## src/hdl/coin_change_combination_count_unit_defines.svh

```systemverilog
// assertion macros for the coin change combination counter
// no dependencies; expects clk and rst in the including scope
`ifndef COIN_CHANGE_COMBINATION_COUNT_UNIT_DEFINES_SVH
`define COIN_CHANGE_COMBINATION_COUNT_UNIT_DEFINES_SVH

// same-cycle implication, checked outside reset
`define CCC_ASSERT_NOW(lbl, ante, cons, msg) \
  lbl: assert property (@(posedge clk) disable iff (rst) (ante) |-> (cons)) else $error(msg);

// next-cycle implication, checked outside reset
`define CCC_ASSERT_NEXT(lbl, ante, cons, msg) \
  lbl: assert property (@(posedge clk) disable iff (rst) (ante) |=> (cons)) else $error(msg);

`endif

```

## src/hdl/ccc_pkg.sv

```systemverilog
// shared types and constants for the coin change combination counter
// no dependencies
package ccc_pkg;

  localparam int COIN_W   = 16;
  localparam int TARGET_W = 12;
  localparam int COUNT_W  = 32;

  typedef enum logic [2:0] {
    ST_IDLE,
    ST_CLEAR,
    ST_UPDATE,
    ST_DRAIN,
    ST_READ,
    ST_REPORT
  } state_t;

  typedef struct packed {
    logic [COUNT_W-1:0] sum;
    logic               ovf;
  } sat_result_t;

endpackage

```

## src/hdl/ccc_sat_add.sv

```systemverilog
// saturating 32-bit adder shared by every table update
// depends on ccc_pkg
module ccc_sat_add (
  input  logic [ccc_pkg::COUNT_W-1:0] a,
  input  logic [ccc_pkg::COUNT_W-1:0] b,
  output ccc_pkg::sat_result_t        res
);
  import ccc_pkg::*;

  logic [COUNT_W:0] full_sum;

  assign full_sum = {1'b0, a} + {1'b0, b};

  always_comb begin
    res.ovf = full_sum[COUNT_W];
    res.sum = full_sum[COUNT_W] ? {COUNT_W{1'b1}} : full_sum[COUNT_W-1:0];
  end

endmodule

```

## config.mk

```make
export PLATFORM = sky130hd
export DESIGN_NAME = ccc_sat_add
export DESIGN_NICKNAME = d
export VERILOG_FILES = /design/src/hdl/coin_change_combination_count_unit_defines.svh /design/src/hdl/ccc_pkg.sv /design/src/hdl/ccc_sat_add.sv
export SDC_FILE = /design/constraint.sdc
export NUM_CORES = 1
export LEC_CHECK = 0
export BUFFER_PORTS_ARGS = -buffer_cell sky130_fd_sc_hd__buf_2
export CORE_ASPECT_RATIO = 1.1
export CORE_MARGIN = 5
export CORE_UTILIZATION = 53
export DETAILED_ROUTE_END_ITERATION = 7
export PLACE_DENSITY = 0.9
export SYNTH_ARGS = -nofsm -noshare
export SYNTH_HDL_FRONTEND = slang
export SYNTH_SLANG_ARGS = --single-unit
```

## constraint.sdc

```tcl
create_clock -name vclk -period 6.8
set_input_delay 0 -clock vclk [all_inputs]
set_output_delay 0 -clock vclk [all_outputs]
set_load 0.05 [all_outputs]
```

==> impl_metrics.toml <==
[layout]
final_cell_mix = "buf_2 (97), nand2_1 (40), ha_1 (32), a21oi_1 (30), a21o_1 (20)"
regArea_sq_um = 0
nFillCells = 355
areaGrowthSynthToFinish_pct = 24.6
drive_gt1_share_pct = 32.0
final_common_cell = "buf_2"
nFlopsAndLatches = 0
final_nets = 468
diodes = 0
multi_input_area_sq_mm = 0.00190
num-clock-buffers = 0

[worst_setup_path]
critPathSlowestCell = "fa_1"
crit_type = "in -> out"
cp.required_ns = 6.80
crit_path_end_kind = "output port"
cp_cell_sequence = "buf_2 -> ha_1 -> fa_1 -> a211oi_1 -> o21ai_1 -> a21oi_2 -> o41ai_4 -> a21oi_2 -> o21bai_4 -> nor2_2 -> buf_4 -> o21ai_0 -> buf_2"
cp_max_fo = 21
startpoint_type = "input pin"
cp_data_arrival_time_ns = 2.98
cp-startpoint = "a[0]"
critPathMaxStageDelay_ns = 0.42

[detailed_routing]
dr.pass1.iters = 4
via_per_inst = 5.79
postRouteAntennaNets = 0
drc_errors = 0
drt-wirelength-per-cell_um = 13.7
vias = 2428
drt_iter0_markers = 103
drt_wl_total_um = 5730

[synth]
yosysSeqAreaShare_pct = 0
netlist_area_sq_mm = 0.00198
syn_inst = 283
synthesis.nets = 380
postSynthAreaPerCell_sq_um = 7.01
yosys_warnings = 0
netlist-cell-type-count = 53

[floorplan]
die_y_um = 74.2
die_w_um = 68.3
core_area_sq_mm = 0.00363
initial_core_util_pct = 54.7
num_rows = 23
die_area_sq_mm = 0.00507
io_pins = 97

[sta]
fin_ws_ns = 3.82
slew_violations = 0
relSlewSlack_pct = 59.4
fin_tns_setup_ns = 0
fmax_mhz = 336
setup_viol = 0
hold_viol = 0
rsz0062_at_grt = "no"
post-route-period-util_pct = 43.8
max_slew.worst_pin.slew_ns = 0.601
period_minus_slack_ns = 2.98

[place]
io_buffers = 97
place_ws_ns = 3.83
globalplace.congestion = 0.946
hpwl_um = 4940

[grt]
grt_pass1_vias = 2311
grt_pass1_wl_um = 9200
antenna_found_initial = 0
grt_overflow_total = 0
grt_max_degree = 22
grtUsageTotal_pct = 21.7

[clock_tree]
ctsHoldBuffers = 0
cts_resized = 0
post_cts_buffers = 0

[power_and_ir_drop]
power.leakage_nw = 1.25
power.density_mw_per_mm2 = 161
ir_worst_vdd_uv = 106

[min_path]
hold_start = "b[0]"
min_path_type = "in -> out"

[status]
status = "completed"

[run]
cap_violations = 0
[through the flow]
step	cells	util [%]	power (mW)	hold slack (ns)	cell area (sq um)
finish	419	68.2	0.397	0.541	2470
global placement	419	68.2	0.390	0.541	2470
detailed placement	419	68.2	0.395	0.547	2470
floorplan	283	-	0.311	0.441	1980
CTS	419	68.2	0.396	0.548	2470
global route	419	68.2	0.427	0.564	2470
[cell type report]
type               count  area share (%)
well taps             50            2.53
inverters              3           0.456
repair buffers        98            19.9
multi-input cells    268            77.1
[cell families (layout without fill, tap and decap cells)]
kind of cell,after synthesis,in the layout,synth area share [%]
AND/OR/NAND/NOR,105,105,26.2
multiplexers,2,2,1.07
XOR/XNOR,25,25,11.0
adder cells (fa/ha/maj),33,33,21.2
AO/OA/AOI/OAI,103,103,36.5
buffers and inverters,15,101,3.97
[report_power, final]
group	switching [mW]	leakage, nW	total [mW]	internal, mW
registers	0	0	0	0
clock network	0	0	0	0
logic	0.273	1.25	0.397	0.124
total	0.273	1.25	0.397	0.124
[cell usage after synthesis (6+ instances only)]
library cell	instances	area share (%)
nor2_1	16	3.0
nor2b_1	6	1.9
xor2_1	12	5.3
xnor2_1	13	5.7
nand2_2	9	2.8
nand2_1	40	7.6
a211oi_1	6	2.3
a21o_1	20	7.6
o21ai_0	16	4.0
a21oi_1	30	7.6
clkbuf_1	7	1.3
ha_1	32	20
[final timing paths]
check             slack (ns)  depth (start not counted)  endpoint
setup / recovery        3.82                         13   res[12]
hold / removal          0.54                          4    res[1]
[worst max-delay path: cells and delay by family]
kind / cells / cell delay, ns
adders and majority gates: 2 / 0.63
and+or+nand+nor: 1 / 0.30
buffers and inverters: 3 / 0.68
AOI/OAI and AO/OA: 7 / 1.35
[per-layer routing]
| metal | routed length (um) | global-route usage [%] | vias up |
|---|---|---|---|
| li1 | - | - | 1223 |
| met1 | 2280 | 25.6 | 1098 |
| met2 | 2920 | 42.3 | 95 |
| met3 | 410 | 0.906 | 12 |
| met4 | 115 | 4.42 | 0 |
| met5 | 0 | 0 | - |
Note: power is estimated with default switching activity, not from simulation.
